==> src/rtl/core/mpv_pkg.sv <==
package mpv_pkg;
	localparam int unsigned WordW = 64;
	localparam int unsigned HashWords = 4;
	localparam int unsigned QDepth = 2;

	typedef logic [WordW-1:0] word_t;
	typedef logic [31:0] w32_t;
	typedef logic [255:0] hash_t;

	typedef enum logic [1:0] {
		REG_ROOT0 = 2'd0,
		REG_ROOT1 = 2'd1,
		REG_ROOT2 = 2'd2,
		REG_ROOT3 = 2'd3
	} reg_idx_t;

	// classified work item passed front to back
	typedef struct packed {
		hash_t sib;
		logic  left;
		logic  leaf;
		logic  last;
	} job_t;

	typedef enum logic [2:0] {
		ST_IDLE,
		ST_BLK1,
		ST_ADD1,
		ST_BLK2,
		ST_ADD2,
		ST_DONE
	} bst_t;

	localparam logic [255:0] InitH = {
		32'h6a09e667, 32'hbb67ae85, 32'h3c6ef372, 32'ha54ff53a,
		32'h510e527f, 32'h9b05688c, 32'h1f83d9ab, 32'h5be0cd19};

	function automatic w32_t round_k(input logic [5:0] t);
		w32_t k;
		case (t)
			6'd0: k = 32'h428a2f98;  6'd1: k = 32'h71374491;
			6'd2: k = 32'hb5c0fbcf;  6'd3: k = 32'he9b5dba5;
			6'd4: k = 32'h3956c25b;  6'd5: k = 32'h59f111f1;
			6'd6: k = 32'h923f82a4;  6'd7: k = 32'hab1c5ed5;
			6'd8: k = 32'hd807aa98;  6'd9: k = 32'h12835b01;
			6'd10: k = 32'h243185be; 6'd11: k = 32'h550c7dc3;
			6'd12: k = 32'h72be5d74; 6'd13: k = 32'h80deb1fe;
			6'd14: k = 32'h9bdc06a7; 6'd15: k = 32'hc19bf174;
			6'd16: k = 32'he49b69c1; 6'd17: k = 32'hefbe4786;
			6'd18: k = 32'h0fc19dc6; 6'd19: k = 32'h240ca1cc;
			6'd20: k = 32'h2de92c6f; 6'd21: k = 32'h4a7484aa;
			6'd22: k = 32'h5cb0a9dc; 6'd23: k = 32'h76f988da;
			6'd24: k = 32'h983e5152; 6'd25: k = 32'ha831c66d;
			6'd26: k = 32'hb00327c8; 6'd27: k = 32'hbf597fc7;
			6'd28: k = 32'hc6e00bf3; 6'd29: k = 32'hd5a79147;
			6'd30: k = 32'h06ca6351; 6'd31: k = 32'h14292967;
			6'd32: k = 32'h27b70a85; 6'd33: k = 32'h2e1b2138;
			6'd34: k = 32'h4d2c6dfc; 6'd35: k = 32'h53380d13;
			6'd36: k = 32'h650a7354; 6'd37: k = 32'h766a0abb;
			6'd38: k = 32'h81c2c92e; 6'd39: k = 32'h92722c85;
			6'd40: k = 32'ha2bfe8a1; 6'd41: k = 32'ha81a664b;
			6'd42: k = 32'hc24b8b70; 6'd43: k = 32'hc76c51a3;
			6'd44: k = 32'hd192e819; 6'd45: k = 32'hd6990624;
			6'd46: k = 32'hf40e3585; 6'd47: k = 32'h106aa070;
			6'd48: k = 32'h19a4c116; 6'd49: k = 32'h1e376c08;
			6'd50: k = 32'h2748774c; 6'd51: k = 32'h34b0bcb5;
			6'd52: k = 32'h391c0cb3; 6'd53: k = 32'h4ed8aa4a;
			6'd54: k = 32'h5b9cca4f; 6'd55: k = 32'h682e6ff3;
			6'd56: k = 32'h748f82ee; 6'd57: k = 32'h78a5636f;
			6'd58: k = 32'h84c87814; 6'd59: k = 32'h8cc70208;
			6'd60: k = 32'h90befffa; 6'd61: k = 32'ha4506ceb;
			6'd62: k = 32'hbef9a3f7; 6'd63: k = 32'hc67178f2;
			default: k = 32'h0;
		endcase
		return k;
	endfunction

	function automatic w32_t rotr(input w32_t x, input int unsigned n);
		return (x >> n) | (x << (32 - n));
	endfunction
endpackage

==> src/rtl/core/merkle_proof_verifier.sv <==
// Merkle inclusion proof checker using SHA-256.
// Input channel: one proof element per beat (sibling_word0..3, sibling_is_left,
// is_leaf_entry, is_last), accepted when in_valid is high and in_stall is low.
// Output channel: one root_match beat per element marked last, taken when
// out_valid is high and out_stall is low.
// Root hash is set through the APB port, registers at byte addresses 0,8,16,24.
// Steps: a leaf element only loads the running hash; any other element
// runs BLK1, ADD1, BLK2 and ADD2 in turn before DONE, with all rounds done
// by the single round unit.
// A two-entry queue in front lets two elements wait while one is hashed.
// Reset clears the root, running hash, queue pointers and output valid flag.
// While out_stall holds a result, the back end waits in its final step;
// the queue keeps accepting until it is full.
module merkle_proof_verifier (
	input  logic        clk,
	input  logic        arst_n,
	input  logic        psel,
	input  logic        penable,
	input  logic        pwrite,
	input  logic [4:0]  paddr,
	input  logic [63:0] pwdata,
	output logic [63:0] prdata,
	output logic        pready,
	input  logic        in_valid,
	output logic        in_stall,
	input  logic [63:0] sibling_word0,
	input  logic [63:0] sibling_word1,
	input  logic [63:0] sibling_word2,
	input  logic [63:0] sibling_word3,
	input  logic        sibling_is_left,
	input  logic        is_leaf_entry,
	input  logic        is_last,
	output logic        out_valid,
	input  logic        out_stall,
	output logic        root_match
);
	import mpv_pkg::*;

	word_t root_q [HashWords];
	job_t  in_job, job;
	logic  job_valid, job_take;
	reg_idx_t ridx;

	assign pready = 1'b1;
	assign ridx   = reg_idx_t'(paddr[4:3]);
	assign prdata = (paddr[2:0] == 3'd0) ? root_q[ridx] : 64'd0;

	// root registers
	always_ff @(posedge clk or negedge arst_n) begin
		if (!arst_n) begin
			for (int i = 0; i < HashWords; i++) root_q[i] <= '0;
		end else if (psel && penable && pwrite && paddr[2:0] == 3'd0) begin
			root_q[ridx] <= pwdata;
		end
	end

	assign in_job = '{sib: {sibling_word0, sibling_word1, sibling_word2, sibling_word3},
		left: sibling_is_left, leaf: is_leaf_entry, last: is_last};

	mpv_front u_front (
		.clk(clk), .arst_n(arst_n), .in_valid(in_valid), .in_stall(in_stall),
		.in_job(in_job), .job_valid(job_valid), .job_take(job_take), .job(job));

	mpv_back u_back (
		.clk(clk), .arst_n(arst_n), .job_valid(job_valid), .job_take(job_take),
		.job(job), .root({root_q[REG_ROOT0], root_q[REG_ROOT1], root_q[REG_ROOT2],
		root_q[REG_ROOT3]}), .out_valid(out_valid), .out_stall(out_stall),
		.root_match(root_match));
endmodule

==> src/rtl/core/mpv_front.sv <==
// Front end: accepts packed proof jobs and holds them in a short queue.
module mpv_front (
	input  logic           clk,
	input  logic           arst_n,
	input  logic           in_valid,
	output logic           in_stall,
	input  mpv_pkg::job_t  in_job,
	output logic           job_valid,
	input  logic           job_take,
	output mpv_pkg::job_t  job
);
	import mpv_pkg::*;

	job_t       mem_q [QDepth];
	logic       wp_q, rp_q;
	logic [1:0] cnt_q;
	logic       push;

	assign in_stall  = (cnt_q == 2'(QDepth));
	assign push      = in_valid && !in_stall;
	assign job_valid = (cnt_q != 2'd0);
	assign job       = mem_q[rp_q];

	// queue storage
	always_ff @(posedge clk) begin
		if (push) mem_q[wp_q] <= in_job;
	end

	// pointers and fill count
	always_ff @(posedge clk or negedge arst_n) begin
		if (!arst_n) begin
			wp_q <= 1'b0; rp_q <= 1'b0; cnt_q <= 2'd0;
		end else begin
			if (push) wp_q <= ~wp_q;
			if (job_take) rp_q <= ~rp_q;
			case ({push, job_take})
				2'b10: cnt_q <= cnt_q + 2'd1;
				2'b01: cnt_q <= cnt_q - 2'd1;
				default: cnt_q <= cnt_q;
			endcase
		end
	end
endmodule

==> src/rtl/core/mpv_back.sv <==
// Back end: one SHA-256 round per cycle, two blocks per non-leaf element.
module mpv_back (
	input  logic           clk,
	input  logic           arst_n,
	input  logic           job_valid,
	output logic           job_take,
	input  mpv_pkg::job_t  job,
	input  mpv_pkg::hash_t root,
	output logic           out_valid,
	input  logic           out_stall,
	output logic           root_match
);
	import mpv_pkg::*;

	bst_t        st_q, st_d;
	job_t        cur_q;
	hash_t       run_q;
	logic [255:0] hsum_q;
	logic [255:0] hnext;
	w32_t        v_q [8];
	w32_t        w_q [16];
	logic [5:0]  rnd_q;
	logic        ov_q, om_q;
	logic [511:0] blk;
	w32_t        wt, wnew, t1, t2, s0, s1, ch, mj, a15, b2;
	logic        load1, load2, rdone, out_free;

	assign out_free  = !ov_q || !out_stall;
	assign out_valid = ov_q;
	assign root_match = om_q;

	// message block for the current block
	always_comb begin
		if (st_q == ST_BLK2) blk = {32'h80000000, 416'd0, 32'd0, 32'd512};
		else if (cur_q.left) blk = {cur_q.sib, run_q};
		else blk = {run_q, cur_q.sib};
	end

	// schedule and round datapath
	always_comb begin
		a15  = w_q[4'(rnd_q - 6'd15)];
		b2   = w_q[4'(rnd_q - 6'd2)];
		wnew = w_q[rnd_q[3:0]] + (rotr(a15, 7) ^ rotr(a15, 18) ^ (a15 >> 3))
			+ w_q[4'(rnd_q - 6'd7)] + (rotr(b2, 17) ^ rotr(b2, 19) ^ (b2 >> 10));
		wt   = (rnd_q < 6'd16) ? blk[511 - 32*rnd_q[3:0] -: 32] : wnew;
		s1   = rotr(v_q[4], 6) ^ rotr(v_q[4], 11) ^ rotr(v_q[4], 25);
		ch   = (v_q[4] & v_q[5]) ^ (~v_q[4] & v_q[6]);
		t1   = v_q[7] + s1 + ch + round_k(rnd_q) + wt;
		s0   = rotr(v_q[0], 2) ^ rotr(v_q[0], 13) ^ rotr(v_q[0], 22);
		mj   = (v_q[0] & v_q[1]) ^ (v_q[0] & v_q[2]) ^ (v_q[1] & v_q[2]);
		t2   = s0 + mj;
	end

	// chaining value after a block: running sum plus working vars
	always_comb begin
		for (int i = 0; i < 8; i++)
			hnext[255 - 32*i -: 32] = hsum_q[255 - 32*i -: 32] + v_q[i];
	end

	assign rdone = (rnd_q == 6'd63);

	// next state
	always_comb begin
		st_d = st_q;
		case (st_q)
			ST_IDLE: if (job_valid) st_d = job.leaf ? ST_DONE : ST_BLK1;
			ST_BLK1: if (rdone) st_d = ST_ADD1;
			ST_ADD1: st_d = ST_BLK2;
			ST_BLK2: if (rdone) st_d = ST_ADD2;
			ST_ADD2: st_d = ST_DONE;
			ST_DONE: if (!cur_q.last || out_free) st_d = ST_IDLE;
			default: st_d = ST_IDLE;
		endcase
	end

	// control outputs
	always_comb begin
		job_take = (st_q == ST_IDLE) && job_valid;
		load1    = job_take && !job.leaf;
		load2    = (st_q == ST_ADD1);
	end

	always_ff @(posedge clk or negedge arst_n) begin
		if (!arst_n) begin
			st_q <= ST_IDLE; rnd_q <= 6'd0; ov_q <= 1'b0; run_q <= '0;
		end else begin
			st_q <= st_d;
			if (st_q == ST_BLK1 || st_q == ST_BLK2) rnd_q <= rnd_q + 6'd1;
			if (job_take && job.leaf) run_q <= job.sib;
			else if (st_q == ST_ADD2) run_q <= hnext;
			if (st_q == ST_DONE && cur_q.last && out_free) ov_q <= 1'b1;
			else if (!out_stall) ov_q <= 1'b0;
		end
	end

	// datapath registers
	always_ff @(posedge clk) begin
		if (job_take) cur_q <= job;
		if (st_q == ST_DONE && cur_q.last && out_free) om_q <= (run_q == root);
		if (load1) hsum_q <= InitH;
		else if (load2) hsum_q <= hnext;
		if (load1 || load2) begin
			for (int i = 0; i < 8; i++)
				v_q[i] <= load1 ? InitH[255 - 32*i -: 32] : hnext[255 - 32*i -: 32];
		end else if (st_q == ST_BLK1 || st_q == ST_BLK2) begin
			w_q[rnd_q[3:0]] <= wt;
			v_q[7] <= v_q[6]; v_q[6] <= v_q[5]; v_q[5] <= v_q[4];
			v_q[4] <= v_q[3] + t1; v_q[3] <= v_q[2]; v_q[2] <= v_q[1];
			v_q[1] <= v_q[0]; v_q[0] <= t1 + t2;
		end
	end
endmodule

==> config.mk <==
export PLATFORM = sky130hd
export DESIGN_NAME = merkle_proof_verifier
export DESIGN_NICKNAME = d
export VERILOG_FILES = /design/src/rtl/core/mpv_pkg.sv /design/src/rtl/core/merkle_proof_verifier.sv /design/src/rtl/core/mpv_front.sv /design/src/rtl/core/mpv_back.sv
export SDC_FILE = /design/constraint.sdc
export NUM_CORES = 2
export LEC_CHECK = 0
export BUFFER_PORTS_ARGS = -buffer_cell sky130_fd_sc_hd__buf_2
export CORE_UTILIZATION = 25
export DETAILED_ROUTE_END_ITERATION = 8
export PLACE_DENSITY = 0.46
export SETUP_SLACK_MARGIN = 0.15
export SYNTH_ARGS = -nofsm -noshare
export SYNTH_HDL_FRONTEND = slang
export SYNTH_HIERARCHICAL = 1
export SYNTH_SLANG_ARGS = --single-unit
==> constraint.sdc <==
create_clock -name clk -period 24.5 [get_ports clk]
set_input_delay 4.9 -clock clk [delete_from_list [all_inputs] [get_ports clk]]
set_output_delay 4.9 -clock clk [all_outputs]
set_load 0.02 [all_outputs]
==> results_dict.tcl <==
set metrics [dict create \
    status "finished with violations" \
    violations "DRC, capacitance limit, slew limit" \
    antenna_found_initial 86 \
    nNetsFinal 11400 \
    async_reset_ff_share_pct 22.6 \
    yosysMostFrequentCell "edfxtp_1" \
    n_fill_cell 54800 \
    clock_skew_ps 186 \
    hold_path.startpoint "u_back/hsum_q[64]" \
    crit_start "u_back/rnd_q[0]" \
    grt_max_degree 159 \
    core_um2 536000 \
    io_buffer_count 401 \
    fp-row-count 269 \
    dieArea_um2 542000 \
    htreeDepth 5 \
    crit_type "reg -> reg" \
    drv_cap 1 \
    netlist.area_leader.share_pct 34.4 \
    dpl_worst_slack_ps 8520 \
    vias 98000 \
    dp_hpwl_mm 497 \
    drtAntennaViolNets 0 \
    fmax_mhz 61.6 \
    synth_fp_nets 11100 \
    relSlewSlack_pct -0.810 \
    grt_usage_pct 23.2 \
    dr.pass1.iters 9 \
    drt_iter0_drc 13700 \
    post_drt_wl_per_cell_um 36.3 \
    crit_path_end_kind "flop" \
    clock_sinks 2327 \
    cts_inserted_buffers 289 \
    slew_viol_final 4 \
    grt_pass1_vias 92300 \
    ys_top_cells_by_area "edfxtp_1 (34%), mux4_2 (14%), dfrtp_1 (9.8%), mux2_4 (4.2%), dfxtp_1 (3.8%)" \
    multi_input_comb_area_um2 65800 \
    ctsResizeCount 0 \
    max-clock-path-buffers 4 \
    critical_path.startpoint_type "flop" \
    drc 8 \
    arrival_ps 16950 \
    fin_ws_ps 8270 \
    path_max_fanout 53 \
    ys_seq_elements 2327 \
    worstSkewPairLatency_ps 1070 \
    drive_gt1_share_pct 23.9 \
    required_ps 25230 \
    hold_viol_final 0 \
    avgViaCountPerCell 5.47 \
    seq_area_um2 64700 \
    layout_min_cycle_time_ps 16230 \
    cts_tree "done" \
    syn_area_um2 135000 \
    root_buffer "clkbuf_16" \
    grt_pass1_wl_mm 859 \
    yosysSeqAreaShare_pct 48.0 \
    syn_inst 10200 \
    gp_congestion 1.00 \
    rsz0062_at_grt "false" \
    yosys.cell_types.count 95 \
    die_y_um 736 \
    cts_setup_buffers 0 \
    finalCritPeriodShare_pct 66.2 \
    grt_overflow 0 \
    yosysWarnings 6 \
    netlist.top_cell.by_area "edfxtp_1" \
    placed_area_um2 145000 \
    synth_common_cells "edfxtp_1 (1,545), mux4_2 (837), o21ai_0 (835)" \
    clk_pin_slew_worst_paths_ps 60 \
    worstMarginPinSlew_ps 1500 \
    hold_class "reg -> reg" \
    synth-main-ff-cell "edfxtp_1" \
    die_x_um 736 \
    wirelength_mm 651 \
    totalNegativeSetupSlack_ps 0 \
    rr_startpoint "u_back/rnd_q[0]" \
    setup_violations 0 \
    max_stage_delay_ps 960 \
    synth_area_per_cell_um2 13.2 \
    syn2layout_area_growth_pct 14.8 \
    hold_buffers 0 \
    initial_utilization_pct 25.1 \
    final_design_area_no_fill_um2 155000 \
    synth_edf_count 1545 \
    cpMaxStageDelayCell "ha_4" \
    io_pins 403 \
    cp_common_cell "a21oi_1" \
]
-- cell usage in the layout, fill, tap and decap left out, types with 28 or more instances in the layout --
master	synthesis	layout
and2_1	80	78
nor2_1	390	368
xnor2_1	489	487
a31oi_1	58	57
nand2b_1	61	59
mux4_2	837	837
buf_4	7	236
o22ai_1	67	59
nand2_1	456	452
edfxtp_1	1545	1545
inv_1	443	440
nand3_1	182	182
a22o_1	46	46
diode_2	0	29
a21oi_1	482	480
o21a_1	40	40
a311oi_1	28	28
clkinv_2	0	40
mux2_2	166	166
o21ai_0	835	829
a22oi_1	256	256
o211ai_1	32	32
nor2b_1	53	51
o21bai_1	43	43
a21o_1	194	194
dfrtp_1	526	520
mux2i_1	60	50
nor4_1	60	60
nand4_1	58	58
clkbuf_16	0	294
dfxtp_1	256	256
clkinv_1	2	31
ha_1	394	391
nor3_1	55	54
mux2_4	380	380
buf_2	86	398
a211oi_1	36	36
xor2_1	361	361
fa_1	195	195
clkbuf_1	419	83
-- registers in the layout, summed over array words and instances, names as in the netlist --
register	flops
u_back/w_q	512
u_back/cur_q	258
u_front/mem_q	518
u_back/hsum_q	256
u_back/rnd_q	6
u_back/out_valid	1
u_front/wp_q	1
u_front/cnt_q	2
u_back/run_q	256
u_back/st_q	3
u_back/v_q	256
root_q	256
u_front/rp_q	1
u_back/root_match	1
-- worst paths after layout --
kind | depth (start not counted) | slack, ps | end
max in group asynchronous | 3 | 18230 | u_back/run_q[21]
worst max-delay path | 53 | 8270 | u_back/v_q[0][31]
worst min register to register | 2 | 470 | u_back/hsum_q[64]
worst min-delay path | 2 | 470 | u_back/hsum_q[64]
worst max register to register | 53 | 8270 | u_back/v_q[0][31]
min in group asynchronous | 1 | 3920 | u_back/run_q[171]
-- through the flow --
step	cells	hold slack, ps	util [%]
floorplan	10200	432	-
global placement	17400	449	27.1
detailed placement	17400	458	27.1
CTS	17900	470	28.8
global route	17900	482	28.8
finish	17900	473	28.8
-- worst max-delay path, delay by kind of cell, from the launching register on --
kind                       cells  cell delay (ps)
DFF                            1              860
adders and majority gates     10             4770
muxes                          2             1160
AOI/OAI and AO/OA             22             5550
xor gates and xnor gates       6             1140
and+or+nand+nor                3              270
buffers and inverters         10             2150
-- routing by layer --
layer | vias up | GRT usage [%] | part of all wire, %
met5 | - | 0 | 0.044
met4 | 42 | 13.2 | 7.2
met3 | 1182 | 4.91 | 8.9
met2 | 5528 | 35.5 | 44
met1 | 51600 | 30.5 | 40
li1 | 39600 | - | -
-- cells by family after synthesis --
family	Yosys count	synth area share (%)
AO/OA/AOI/OAI	2370	11.0
XOR/XNOR	855	5.59
adder cells (fa/ha/maj)	594	6.59
buffers and inverters	1091	3.49
flip-flops	2327	48.0
multiplexers	1453	20.2
other	1	0.00278
AND/OR/NAND/NOR	1484	5.15
-- layout make-up --
class	count	area share [%]
Inverter	446	1.09
Sequential cell	2327	41.9
Antenna cell	29	0.0469
Clock buffer	398	5.15
Clock inverter	132	0.913
Tap cell	7181	5.81
Multi-Input combinational cell	6757	42.6
Timing Repair Buffer	646	2.59
Power is left out: the tool's default activity adds up to more than one toggle a clock period on the data nets, which glitch-free logic cannot reach.
